<file path="src/hdl/lrast_pkg.sv">
`default_nettype none

package lrast_pkg;

    // Largest image side the block supports; a larger register value acts as this.
    localparam int MAX_DIM = 2048;

    // Field widths.
    localparam int COORD_W = $clog2(MAX_DIM);
    localparam int CFG_W   = 12;
    localparam int IN_W    = 13;
    localparam int COLOR_W = 24;
    localparam int STATUS_W = 2;

    // Internal arithmetic widths.
    localparam int CMP_W = IN_W + 1;
    localparam int DEC_W = COORD_W + 3;
    localparam int INC_W = COORD_W + 2;

    // Configuration register indexes and reset value.
    localparam int REG_IDX_W = 1;
    localparam logic [REG_IDX_W-1:0] REG_IMAGE_WIDTH  = 1'b0;
    localparam logic [REG_IDX_W-1:0] REG_IMAGE_HEIGHT = 1'b1;
    localparam logic [CFG_W-1:0]     IMAGE_DIM_RESET  = 12'd2048;

    // Input function codes.
    localparam logic FUNC_START = 1'b0;
    localparam logic FUNC_STEP  = 1'b1;

    // Result status codes.
    typedef enum logic [STATUS_W-1:0] {
        STATUS_PIXEL = 2'd0,
        STATUS_IDLE  = 2'd1,
        STATUS_RANGE = 2'd2
    } status_t;

    // Line parameters worked out from a start item's endpoints.
    typedef struct packed {
        logic                      in_range;
        logic                      y_major;
        logic [COORD_W-1:0]        major_pos;
        logic [COORD_W-1:0]        minor_pos;
        logic [COORD_W-1:0]        major_end;
        logic                      step_down;
        logic signed [DEC_W-1:0]   decision;
        logic signed [INC_W-1:0]   incr_no_step;
        logic signed [INC_W-1:0]   incr_with_step;
    } setup_t;

endpackage

`default_nettype wire

</file>
<file path="src/hdl/lrast_setup.sv">
`default_nettype none

module lrast_setup import lrast_pkg::*; (
    input  wire logic signed [IN_W-1:0]  start_x,
    input  wire logic signed [IN_W-1:0]  start_y,
    input  wire logic signed [IN_W-1:0]  end_x,
    input  wire logic signed [IN_W-1:0]  end_y,
    input  wire logic        [CFG_W-1:0] image_width,
    input  wire logic        [CFG_W-1:0] image_height,
    output setup_t                       setup
);

    localparam logic signed [CMP_W-1:0] DIM_LIMIT = CMP_W'(MAX_DIM);

    logic signed [CMP_W-1:0] w_ext, h_ext, w_lim, h_lim;
    logic signed [CMP_W-1:0] x0_ext, y0_ext, x1_ext, y1_ext;
    logic                    endpoints_ok;
    logic [COORD_W-1:0]      x0, y0, x1, y1;
    logic signed [COORD_W:0] dx, dy, ndx, ndy, dmn, ndmn;
    logic [COORD_W-1:0]      adx, ady;
    logic                    y_major, swap;
    logic [COORD_W-1:0]      a0, a1, b0, b1;
    logic [COORD_W-1:0]      maj0, maj1, min0, min1;
    logic [COORD_W-1:0]      dmaj, dmin;

    // Clamp the image size and check both endpoints against it.
    always_comb begin
        w_ext  = $signed({{(CMP_W-CFG_W){1'b0}}, image_width});
        h_ext  = $signed({{(CMP_W-CFG_W){1'b0}}, image_height});
        w_lim  = (w_ext > DIM_LIMIT) ? DIM_LIMIT : w_ext;
        h_lim  = (h_ext > DIM_LIMIT) ? DIM_LIMIT : h_ext;
        x0_ext = $signed({start_x[IN_W-1], start_x});
        y0_ext = $signed({start_y[IN_W-1], start_y});
        x1_ext = $signed({end_x[IN_W-1], end_x});
        y1_ext = $signed({end_y[IN_W-1], end_y});
        endpoints_ok = !x0_ext[CMP_W-1] && (x0_ext < w_lim)
                    && !y0_ext[CMP_W-1] && (y0_ext < h_lim)
                    && !x1_ext[CMP_W-1] && (x1_ext < w_lim)
                    && !y1_ext[CMP_W-1] && (y1_ext < h_lim);
    end

    // Pick the major axis and order the endpoints so the major coordinate rises.
    always_comb begin
        x0 = start_x[COORD_W-1:0];
        y0 = start_y[COORD_W-1:0];
        x1 = end_x[COORD_W-1:0];
        y1 = end_y[COORD_W-1:0];

        dx  = $signed({1'b0, x1}) - $signed({1'b0, x0});
        dy  = $signed({1'b0, y1}) - $signed({1'b0, y0});
        ndx = -dx;
        ndy = -dy;
        adx = dx[COORD_W] ? ndx[COORD_W-1:0] : dx[COORD_W-1:0];
        ady = dy[COORD_W] ? ndy[COORD_W-1:0] : dy[COORD_W-1:0];

        // Ties and single points count as y-major.
        y_major = !(ady < adx);
        a0 = y_major ? y0 : x0;
        b0 = y_major ? x0 : y0;
        a1 = y_major ? y1 : x1;
        b1 = y_major ? x1 : y1;

        swap = (a0 > a1);
        maj0 = swap ? a1 : a0;
        min0 = swap ? b1 : b0;
        maj1 = swap ? a0 : a1;
        min1 = swap ? b0 : b1;

        dmaj = maj1 - maj0;
        dmn  = $signed({1'b0, min1}) - $signed({1'b0, min0});
        ndmn = -dmn;
        dmin = dmn[COORD_W] ? ndmn[COORD_W-1:0] : dmn[COORD_W-1:0];

        setup.in_range       = endpoints_ok;
        setup.y_major        = y_major;
        setup.major_pos      = maj0;
        setup.minor_pos      = min0;
        setup.major_end      = maj1;
        setup.step_down      = dmn[COORD_W];
        setup.decision       = $signed({2'b00, dmin, 1'b0}) - $signed({3'b000, dmaj});
        setup.incr_no_step   = $signed({1'b0, dmin, 1'b0});
        setup.incr_with_step = $signed({1'b0, dmin, 1'b0}) - $signed({1'b0, dmaj, 1'b0});
    end

endmodule

`default_nettype wire

</file>
<file path="src/hdl/lrast_stepper.sv">
`default_nettype none

module lrast_stepper import lrast_pkg::*; (
    input  wire logic                 aclk,
    input  wire logic                 aresetn,
    input  wire logic                 item_valid,
    input  wire logic                 item_func,
    input  wire logic [COLOR_W-1:0]   item_color,
    input  wire setup_t               setup,
    output logic                      item_take,
    output logic                      m_valid,
    input  wire logic                 m_ready,
    output logic [STATUS_W-1:0]       m_status,
    output logic [COORD_W-1:0]        m_out_x,
    output logic [COORD_W-1:0]        m_out_y,
    output logic [COLOR_W-1:0]        m_out_color,
    output logic                      m_last_pixel
);

    // Line state.
    logic                    line_active_reg, line_active_next;
    logic                    y_major_reg, y_major_next;
    logic [COORD_W-1:0]      major_pos_reg, major_pos_next;
    logic [COORD_W-1:0]      minor_pos_reg, minor_pos_next;
    logic [COORD_W-1:0]      major_end_reg, major_end_next;
    logic                    step_down_reg, step_down_next;
    logic signed [DEC_W-1:0] decision_reg, decision_next;
    logic signed [INC_W-1:0] incr_no_reg, incr_no_next;
    logic signed [INC_W-1:0] incr_with_reg, incr_with_next;
    logic [COLOR_W-1:0]      line_color_reg, line_color_next;

    // Result register.
    logic                    m_valid_reg, m_valid_next;
    status_t                 m_status_reg, m_status_next;
    logic [COORD_W-1:0]      m_x_reg, m_x_next;
    logic [COORD_W-1:0]      m_y_reg, m_y_next;
    logic [COLOR_W-1:0]      m_color_reg, m_color_next;
    logic                    m_last_reg, m_last_next;

    logic                    emit_pixel;
    logic                    pixel_last;

    // An item is processed when the result register is free or being emptied.
    assign item_take = item_valid && (!m_valid_reg || m_ready);

    // Start setup or one Bresenham step, then form the result.
    always_comb begin
        line_active_next = line_active_reg;
        y_major_next     = y_major_reg;
        major_pos_next   = major_pos_reg;
        minor_pos_next   = minor_pos_reg;
        major_end_next   = major_end_reg;
        step_down_next   = step_down_reg;
        decision_next    = decision_reg;
        incr_no_next     = incr_no_reg;
        incr_with_next   = incr_with_reg;
        line_color_next  = line_color_reg;

        m_valid_next  = m_valid_reg && !m_ready;
        m_status_next = m_status_reg;
        m_x_next      = m_x_reg;
        m_y_next      = m_y_reg;
        m_color_next  = m_color_reg;
        m_last_next   = m_last_reg;

        emit_pixel = 1'b0;

        if (item_take) begin
            m_valid_next  = 1'b1;
            m_x_next      = '0;
            m_y_next      = '0;
            m_color_next  = '0;
            m_last_next   = 1'b0;
            if (item_func == FUNC_START) begin
                if (!setup.in_range) begin
                    line_active_next = 1'b0;
                    m_status_next    = STATUS_RANGE;
                end else begin
                    y_major_next    = setup.y_major;
                    major_pos_next  = setup.major_pos;
                    minor_pos_next  = setup.minor_pos;
                    major_end_next  = setup.major_end;
                    step_down_next  = setup.step_down;
                    decision_next   = setup.decision;
                    incr_no_next    = setup.incr_no_step;
                    incr_with_next  = setup.incr_with_step;
                    line_color_next = item_color;
                    emit_pixel      = 1'b1;
                end
            end else if (!line_active_reg) begin
                m_status_next = STATUS_IDLE;
            end else begin
                // Step the minor axis only when the decision term is positive.
                if (!decision_reg[DEC_W-1] && (decision_reg != '0)) begin
                    minor_pos_next = step_down_reg ? minor_pos_reg - COORD_W'(1)
                                                   : minor_pos_reg + COORD_W'(1);
                    decision_next  = decision_reg
                                   + {{(DEC_W-INC_W){incr_with_reg[INC_W-1]}}, incr_with_reg};
                end else begin
                    decision_next  = decision_reg
                                   + {{(DEC_W-INC_W){incr_no_reg[INC_W-1]}}, incr_no_reg};
                end
                major_pos_next = major_pos_reg + COORD_W'(1);
                emit_pixel     = 1'b1;
            end
        end

        // Emit the pixel at the updated position; the final pixel ends the line.
        pixel_last = (major_pos_next >= major_end_next);
        if (emit_pixel) begin
            m_status_next    = STATUS_PIXEL;
            m_x_next         = y_major_next ? minor_pos_next : major_pos_next;
            m_y_next         = y_major_next ? major_pos_next : minor_pos_next;
            m_color_next     = line_color_next;
            m_last_next      = pixel_last;
            line_active_next = !pixel_last;
        end
    end

    // Control state.
    always_ff @(posedge aclk) begin
        if (!aresetn) begin
            line_active_reg <= 1'b0;
            m_valid_reg     <= 1'b0;
        end else begin
            line_active_reg <= line_active_next;
            m_valid_reg     <= m_valid_next;
        end
    end

    // Line parameters and result payload.
    always_ff @(posedge aclk) begin
        y_major_reg    <= y_major_next;
        major_pos_reg  <= major_pos_next;
        minor_pos_reg  <= minor_pos_next;
        major_end_reg  <= major_end_next;
        step_down_reg  <= step_down_next;
        decision_reg   <= decision_next;
        incr_no_reg    <= incr_no_next;
        incr_with_reg  <= incr_with_next;
        line_color_reg <= line_color_next;
        m_status_reg   <= m_status_next;
        m_x_reg        <= m_x_next;
        m_y_reg        <= m_y_next;
        m_color_reg    <= m_color_next;
        m_last_reg     <= m_last_next;
    end

    assign m_valid      = m_valid_reg;
    assign m_status     = m_status_reg;
    assign m_out_x      = m_x_reg;
    assign m_out_y      = m_y_reg;
    assign m_out_color  = m_color_reg;
    assign m_last_pixel = m_last_reg;

    // A pending final pixel means no line is left running.
    assert property (@(posedge aclk) disable iff (!aresetn)
        (m_valid_reg && m_status_reg == STATUS_PIXEL && m_last_reg) |-> !line_active_reg)
        else $error("line still active after its final pixel");

    // A running line has not yet reached its end.
    assert property (@(posedge aclk) disable iff (!aresetn)
        line_active_reg |-> (major_pos_reg < major_end_reg))
        else $error("active line at or past its end");

    // An idle report is only given when no line is running.
    assert property (@(posedge aclk) disable iff (!aresetn)
        (m_valid_reg && m_status_reg == STATUS_IDLE) |-> !line_active_reg)
        else $error("idle status while a line is active");

    // Non-pixel results carry all-zero payload.
    assert property (@(posedge aclk) disable iff (!aresetn)
        (m_valid_reg && m_status_reg != STATUS_PIXEL)
            |-> (m_x_reg == '0 && m_y_reg == '0 && m_color_reg == '0 && !m_last_reg))
        else $error("non-pixel result with nonzero payload");

endmodule

`default_nettype wire

</file>
<file path="src/hdl/integer_line_rasterizer.sv">
`default_nettype none

// Bresenham line rasterizer. A start transfer (func 0) checks both endpoints
// against the configured image size, picks the major axis and returns the
// first pixel or a range status; each step transfer (func 1) returns the
// next pixel, with last_pixel set on the line's end point, or an idle status
// if no line runs. Every input transfer yields exactly one result transfer.
// The block takes one transfer per clock unless the result channel stalls;
// results pass the input register, then the result register, with the start
// path (range check, axis choice, endpoint swap, decision term) between them.
// Write image_width and image_height only while no transfer is in flight.
module integer_line_rasterizer import lrast_pkg::*; (
    input  wire logic                   aclk,
    input  wire logic                   aresetn,
    // Configuration write port.
    input  wire logic                   cfg_wr_en,
    input  wire logic [REG_IDX_W-1:0]   cfg_index,
    input  wire logic [CFG_W-1:0]       cfg_data,
    // Input channel.
    input  wire logic                   s_valid,
    output logic                        s_ready,
    input  wire logic                   s_func,
    input  wire logic signed [IN_W-1:0] s_start_x,
    input  wire logic signed [IN_W-1:0] s_start_y,
    input  wire logic signed [IN_W-1:0] s_end_x,
    input  wire logic signed [IN_W-1:0] s_end_y,
    input  wire logic [COLOR_W-1:0]     s_pixel_color,
    // Result channel.
    output logic                        m_valid,
    input  wire logic                   m_ready,
    output logic [STATUS_W-1:0]         m_status,
    output logic [COORD_W-1:0]          m_out_x,
    output logic [COORD_W-1:0]          m_out_y,
    output logic [COLOR_W-1:0]          m_out_color,
    output logic                        m_last_pixel
);

    logic [CFG_W-1:0]       image_width_reg, image_height_reg;
    logic                   in_valid_reg;
    logic                   func_reg;
    logic signed [IN_W-1:0] start_x_reg, start_y_reg, end_x_reg, end_y_reg;
    logic [COLOR_W-1:0]     color_reg;
    logic                   item_take;
    setup_t                 setup;

    // Configuration registers.
    always_ff @(posedge aclk) begin
        if (!aresetn) begin
            image_width_reg  <= IMAGE_DIM_RESET;
            image_height_reg <= IMAGE_DIM_RESET;
        end else if (cfg_wr_en) begin
            unique case (cfg_index)
                REG_IMAGE_WIDTH:  image_width_reg  <= cfg_data;
                REG_IMAGE_HEIGHT: image_height_reg <= cfg_data;
            endcase
        end
    end

    // Input register: refilled whenever it is empty or its item moves on.
    assign s_ready = !in_valid_reg || item_take;

    always_ff @(posedge aclk) begin
        if (!aresetn) begin
            in_valid_reg <= 1'b0;
        end else if (s_ready) begin
            in_valid_reg <= s_valid;
        end
    end

    always_ff @(posedge aclk) begin
        if (s_valid && s_ready) begin
            func_reg    <= s_func;
            start_x_reg <= s_start_x;
            start_y_reg <= s_start_y;
            end_x_reg   <= s_end_x;
            end_y_reg   <= s_end_y;
            color_reg   <= s_pixel_color;
        end
    end

    // Line setup for start items.
    lrast_setup u_setup (
        .start_x      (start_x_reg),
        .start_y      (start_y_reg),
        .end_x        (end_x_reg),
        .end_y        (end_y_reg),
        .image_width  (image_width_reg),
        .image_height (image_height_reg),
        .setup        (setup)
    );

    // Line state, stepping and result register.
    lrast_stepper u_stepper (
        .aclk         (aclk),
        .aresetn      (aresetn),
        .item_valid   (in_valid_reg),
        .item_func    (func_reg),
        .item_color   (color_reg),
        .setup        (setup),
        .item_take    (item_take),
        .m_valid      (m_valid),
        .m_ready      (m_ready),
        .m_status     (m_status),
        .m_out_x      (m_out_x),
        .m_out_y      (m_out_y),
        .m_out_color  (m_out_color),
        .m_last_pixel (m_last_pixel)
    );

endmodule

`default_nettype wire
</file>
<file path="config.mk">
export PLATFORM = sky130hd
export DESIGN_NAME = integer_line_rasterizer
export DESIGN_NICKNAME = d
export VERILOG_FILES = /design/src/hdl/lrast_pkg.sv /design/src/hdl/lrast_setup.sv /design/src/hdl/lrast_stepper.sv /design/src/hdl/integer_line_rasterizer.sv
export SDC_FILE = /design/constraint.sdc
export NUM_CORES = 1
export LEC_CHECK = 0
export BUFFER_PORTS_ARGS = -buffer_cell sky130_fd_sc_hd__buf_2
export CORE_MARGIN = 2
export CORE_UTILIZATION = 55
export DETAILED_ROUTE_END_ITERATION = 6
export PLACE_DENSITY = 0.75
export SYNTH_ARGS = -nofsm -noshare
export SYNTH_HDL_FRONTEND = slang
export SYNTH_SLANG_ARGS = --single-unit
</file>
<file path="constraint.sdc">
create_clock -name aclk -period 12.8 [get_ports aclk]
set_input_delay 2.56 -clock aclk [delete_from_list [all_inputs] [get_ports aclk]]
set_output_delay 2.56 -clock aclk [all_outputs]
set_load 0.1 [all_outputs]
</file>
==> results of run 1 <==
==> logic make-up after synthesis <==
family          count (synthesis)
xor+xnor                       90
buf+inv                       174
fa+ha+maj                     164
compound gates                420
mux                            44
flops                         249
simple gates                  591
==> critical path: cells and delay by family, from the launching register on <==
family | cells | cell delay, ps
adders and majority gates | 5 | 1570
and+or+nand+nor | 11 | 1930
DFF | 1 | 470
buffers and inverters | 6 | 870
xor gates and xnor gates | 1 | 190
AOI/OAI and AO/OA | 32 | 6450
==> repair_timing <==
action,in CTS,in global routing
setup buffers,0,7
setup endpoints to repair,0,12
hold buffers,0,0
resized for setup,0,19
==> path summary, 6_finish.rpt <==
kind,endpoint,depth (start not counted)
worst max register to register,u_stepper.decision_reg[10],55
worst max-delay path,u_stepper.decision_reg[10],55
worst min register to register,u_stepper.line_color_reg[10],2
worst min-delay path,u_stepper.line_color_reg[10],2
==> cells in the mapped netlist (all sizes together) (10+ instances only) <==
cell    instances
nand2b         17
nor2          135
dfxtp          87
a21oi         112
o22ai          13
nor2b          46
xnor2          55
edfxtp        162
ha            154
buf            26
nor3           28
a31oi          17
mux2i          30
clkbuf         39
xor2           35
o21ai          84
nand3          20
a21boi         32
inv           108
a211oi         32
nand2         278
mux2           14
nand4          10
a21o           43
and3           15
o31ai          10
==> layout make-up <==
cell class                 instances  area, um2  share of cell area (%)
sequential                       249       6610                    36.4
tap                              384        480                    2.65
inverter                         109        409                    2.26
timing repair buffer             165        883                    4.87
clock inverter                     8       65.1                   0.359
clock buffer                      40        743                    4.10
multi-input combinational       1310       8940                    49.3
==> through the flow <==
| step | setup WS [ps] | area (um2) | util [%] | std cells |
|---|---|---|---|---|
| after detailed placement | 687 | 17200 | 59.7 | 2209 |
| after floorplan | 1230 | 16100 | - | 1732 |
| after CTS | 589 | 18000 | 62.5 | 2257 |
| final | 1020 | 18100 | 63.0 | 2265 |
| after global placement | 1130 | 17200 | 59.7 | 2209 |
| after global routing | -16.8 | 18100 | 63.0 | 2265 |
==> per-layer routing <==
layer | up-vias | global-route usage (%) | wire length [um]
met5 | - | 0 | 0
met4 | 0 | 8.51 | 1190
met3 | 75 | 3.42 | 2280
met2 | 376 | 44.5 | 19700
met1 | 6125 | 36.8 | 18600
li1 | 6446 | - | -
==> layout by cell type (no fill, tap or decap), types with 46 or more instances in the layout <==
cell type  instances
o21ai_0           75
inv_1            105
a21oi_1          110
nor2_1           132
ha_1             154
dfxtp_1           87
nor2b_1           46
nand2_1          277
edfxtp_1         162
buf_2            145
xnor2_1           55
==> run metrics, run 1 <==
run status=finished clean; Routed Antenna Nets=0; Post-Synthesis Mean Instance Area=9.32 um2; I/O pins=146; share of synthesized registers carrying an async set or reset=0%; All-Layer GR Usage=26.9%; CTS H-Tree Depth=1; first-pass GRT wire length=66000 um; total setup violations reported at the end of the flow=0; Total Negative Setup Slacks=0 ps; clk_lat worst skew=550 ps; transition time at the pin with the least slew margin=1040 ps; width of the die=175 um; Critical Setup Path Class=reg2reg; reg-to-reg setup timing slack=1020 ps; Post-synth top flop=edfxtp_1; global route overflow=0; Synth-to-Final Area Change=12.3%; worst min-delay path category=reg2reg; crit path max-delay cell type=edfxtp_1; area fraction in and, or, nand and nor cells after synthesis=16.8%; worst path arrival time=12050 ps; area share of the largest cell type after synthesis=30.1%; minimum clock period=11780 ps; gpl congestion=0.945; nature of the critical path startpoint=flop; drt initial violations=1001; Via density=5.75; post-CTS clock slew at the launch and capture registers of the worst setup and hold paths=60 ps; height of the die=175 um; CTS tree=yes; min-delay src=u_stepper.line_color_reg[10]; area of the die=0.0307 mm2; largest family of logic cells by synthesized area=compound AO/OA/AOI/OAI gates; adder-cell share of the synthesized area=13.0%; post-route DRC violation count=0; Distinct cells, synth=82; Antenna Cells=0; critical path capture point type=flop; leading cell types by total area after synthesis=edfxtp_1, ha_1, dfxtp_1, nand2_1, a21oi_1; number of pins with negative max-slew slack in the final report=0; peak fanout along the critical path=13; Crit Reg-Reg Startpoint=start_x_reg[1]; total via count in the routed design=13000; data required time at the worst endpoint=13070 ps; Synth Register Bits=249; maximum number of pins on one net before global-route repair=78; synthesized net count=1988; layout net count=2117; Post-Synthesis Cell Area=0.0161 mm2; Initial Utilization=56.1%; count of final hold-check violations=0; number of antenna violations at the first check in global routing=0; number of enable flip-flop cells after synthesis=162; most frequent CP cell=o21ai_0; estimated wirelength of the detail-placed design=31700 um; buffer depth of the longest clock path=3; first element of the critical path=start_x_reg[1]; synthesized-area fraction occupied by xor and xnor cells=4.93%; mux contribution to synthesized area=2.84%; leading area contributor after synthesis=edfxtp_1; via count of the first global-routing pass=12500; Port Buffer Count=145; fillers=2403; DR WL/cell=18.4 um; cell count after synthesis=1732; Fmax achieved=84.9 MHz; worst hold slack after final layout=441 ps; fraction of the mapped netlist area in compound gates=17.2%; maximum capacitance violations=0; FP Rows=62; share of the yosys chip area belonging to registers=40.9%; root buffer cell=clkbuf_16; core outline area=0.0288 mm2; TritonCTS sink count=249; Crit path largest cell delay=470 ps; CTS buffer count=26; Warnings, synthesis=0; fraction of the cycle the final worst path needs=92.1%; relative max-transition margin=30.5%; ratio of cells with drive above 1 in the final layout=14.0%; overall routed net length=41800 um; worst setup skew after layout=13.7 ps; number of iterations in the first detailed-routing pass=6
Power of run 1 is left out: the tool's default activity adds up to more than one toggle a clock period on the data nets, which glitch-free logic cannot reach.
==> run 2, diff against run 1 <==
- clock period: 12.8 -> 13.9 ns (I/O delays scaled with it)
==> run 2 against run 1 <==
Cell count decreased by 0.44%. Critical path depth decreased by 1. Die area unchanged. Via count increased by 0.31%. Flip-flop and latch count unchanged. Global-route usage increased by 0.42 points. Clock-buffer cell count decreased by 5. First-iteration DRC count decreased by 3.7%. Non-clock buffer count decreased by 9. Fmax decreased by 7.6%. Routed wire length increased by 1.4%.
==> run metrics, run 2 (synthesis results as in run 1) <==
run status=finished clean; number of non-filler instances in the completed layout=2255; depth of the worst register-to-register path=54; area of the die=0.0307 mm2; Antenna Cells=0; Top Family by Delay on Critical Path=compound AO/OA/AOI/OAI gates; fraction of the cycle the final worst path needs=91.7%; Critical Setup Path Class=reg2reg; layout net count=2107; global route overflow=0; Post-Layout Inst Area=0.0181 mm2; most frequent CP cell=o21ai_0; post-route DRC violation count=0; peak fanout along the critical path=91; buffer depth of the longest clock path=3; Initial Utilization=56.1%; core outline area=0.0288 mm2; worst path arrival time=13030 ps; data required time at the worst endpoint=14180 ps; Crit Reg-Reg Startpoint=start_x_reg[1]; relative max-transition margin=30.1%; post-CTS clock slew at the launch and capture registers of the worst setup and hold paths=70 ps; FP Rows=62; Crit path largest cell delay=500 ps; I/O pins=146; reg-to-reg setup timing slack=1150 ps; Fmax achieved=78.4 MHz; area of placed instances=0.0172 mm2; All-Layer GR Usage=27.3%; overall routed net length=42400 um; ratio of cells with drive above 1 in the final layout=13.5%; min-delay src=u_stepper.line_color_reg[3]; postcts setup bufs=0; Worst Setup EP=u_stepper.decision_reg[10]; total setup violations reported at the end of the flow=0; Synth-to-Final Area Change=11.9%; number of antenna violations at the first check in global routing=2; worst hold slack after final layout=441 ps; number of iterations in the first detailed-routing pass=5; gpl congestion=0.948; critical path depth=54; worst setup skew after layout=15.2 ps; TritonCTS sink count=249; buffers and inverters on the worst path=5; first element of the critical path=start_x_reg[1]; width of the die=175 um; drt initial violations=964; CTS tree=yes; CTS H-Tree Depth=1; DR WL/cell=18.8 um; crit path max-delay cell type=o21ai_0; leading cell type in the layout, fill and taps excluded=nand2_1; height of the die=175 um; Via density=5.79; nature of the critical path startpoint=flop; setup repair after global routing missed its margin=no; estimated wirelength of the detail-placed design=32300 um; total via count in the routed design=13100; Total Negative Setup Slacks=0 ps; maximum capacitance violations=0; leading cell types in the layout, fill and taps excluded=nand2_1, edfxtp_1, ha_1, buf_2, nor2_1; CTS buffer count=26; transition time at the pin with the least slew margin=1050 ps; number of pins with negative max-slew slack in the final report=0; Routed Antenna Nets=0; via count of the first global-routing pass=12500; first-pass GRT wire length=66500 um; critical path capture point type=flop; Worst R2R End=u_stepper.decision_reg[10]; clk_lat worst skew=560 ps; count of final hold-check violations=0; Port Buffer Count=145; placed cells=2207; minimum clock period=12750 ps; root buffer cell=clkbuf_16; worst min-delay path category=reg2reg; maximum number of pins on one net before global-route repair=92
[run 2: layer usage]
metal	vias to the layer above	routed length (um)	global-route usage, %
met5	-	0	0
met4	0	1330	8.99
met3	83	2540	2.73
met2	408	19600	45.0
met1	6150	18900	37.9
li1	6421	-	-
[run 2: timing repair]
action	CTS	global route
hold buffers	0	0
setup endpoints to repair	0	3
gates resized for setup	0	1
[run 2: area by class of cell]
| cell class | instances | area (um2) |
|---|---|---|
| fill | 2379 | 10700 |
| multi-input combinational | 1309 | 8880 |
| sequential | 249 | 6610 |
| timing repair buffer | 156 | 821 |
| clock buffer | 35 | 756 |
| tap | 384 | 480 |
| inverter | 109 | 409 |
| clock inverter | 13 | 120 |
[run 2: worst min-delay path by stage]
stage                                               to  cells after the start
after floorplan            u_stepper.line_color_reg[0]                      2
after global placement    u_stepper.line_color_reg[16]                      2
after detailed placement   u_stepper.line_color_reg[2]                      2
after CTS                  u_stepper.line_color_reg[2]                      2
after global routing       u_stepper.line_color_reg[2]                      2
final                      u_stepper.line_color_reg[3]                      2
[run 2: worst reg2reg max path, delay by kind of cell, from the launching register on]
family	cells	cell delay, ps
DFF	1	430
adders and majority gates	5	1680
AOI/OAI and AO/OA	32	7210
xor gates and xnor gates	1	200
buffers and inverters	5	810
and+or+nand+nor	11	2130
[run 2: through the flow]
| step | worst slack (ps) | util, % |
|---|---|---|
| CTS | 1240 | 62.8 |
| finish | 1150 | 62.8 |
| floorplan | 2330 | - |
| global route | 30.3 | 62.8 |
| detailed placement | 1380 | 59.7 |
| global placement | 1960 | 59.7 |
Power of run 2 is left out for the same reason.
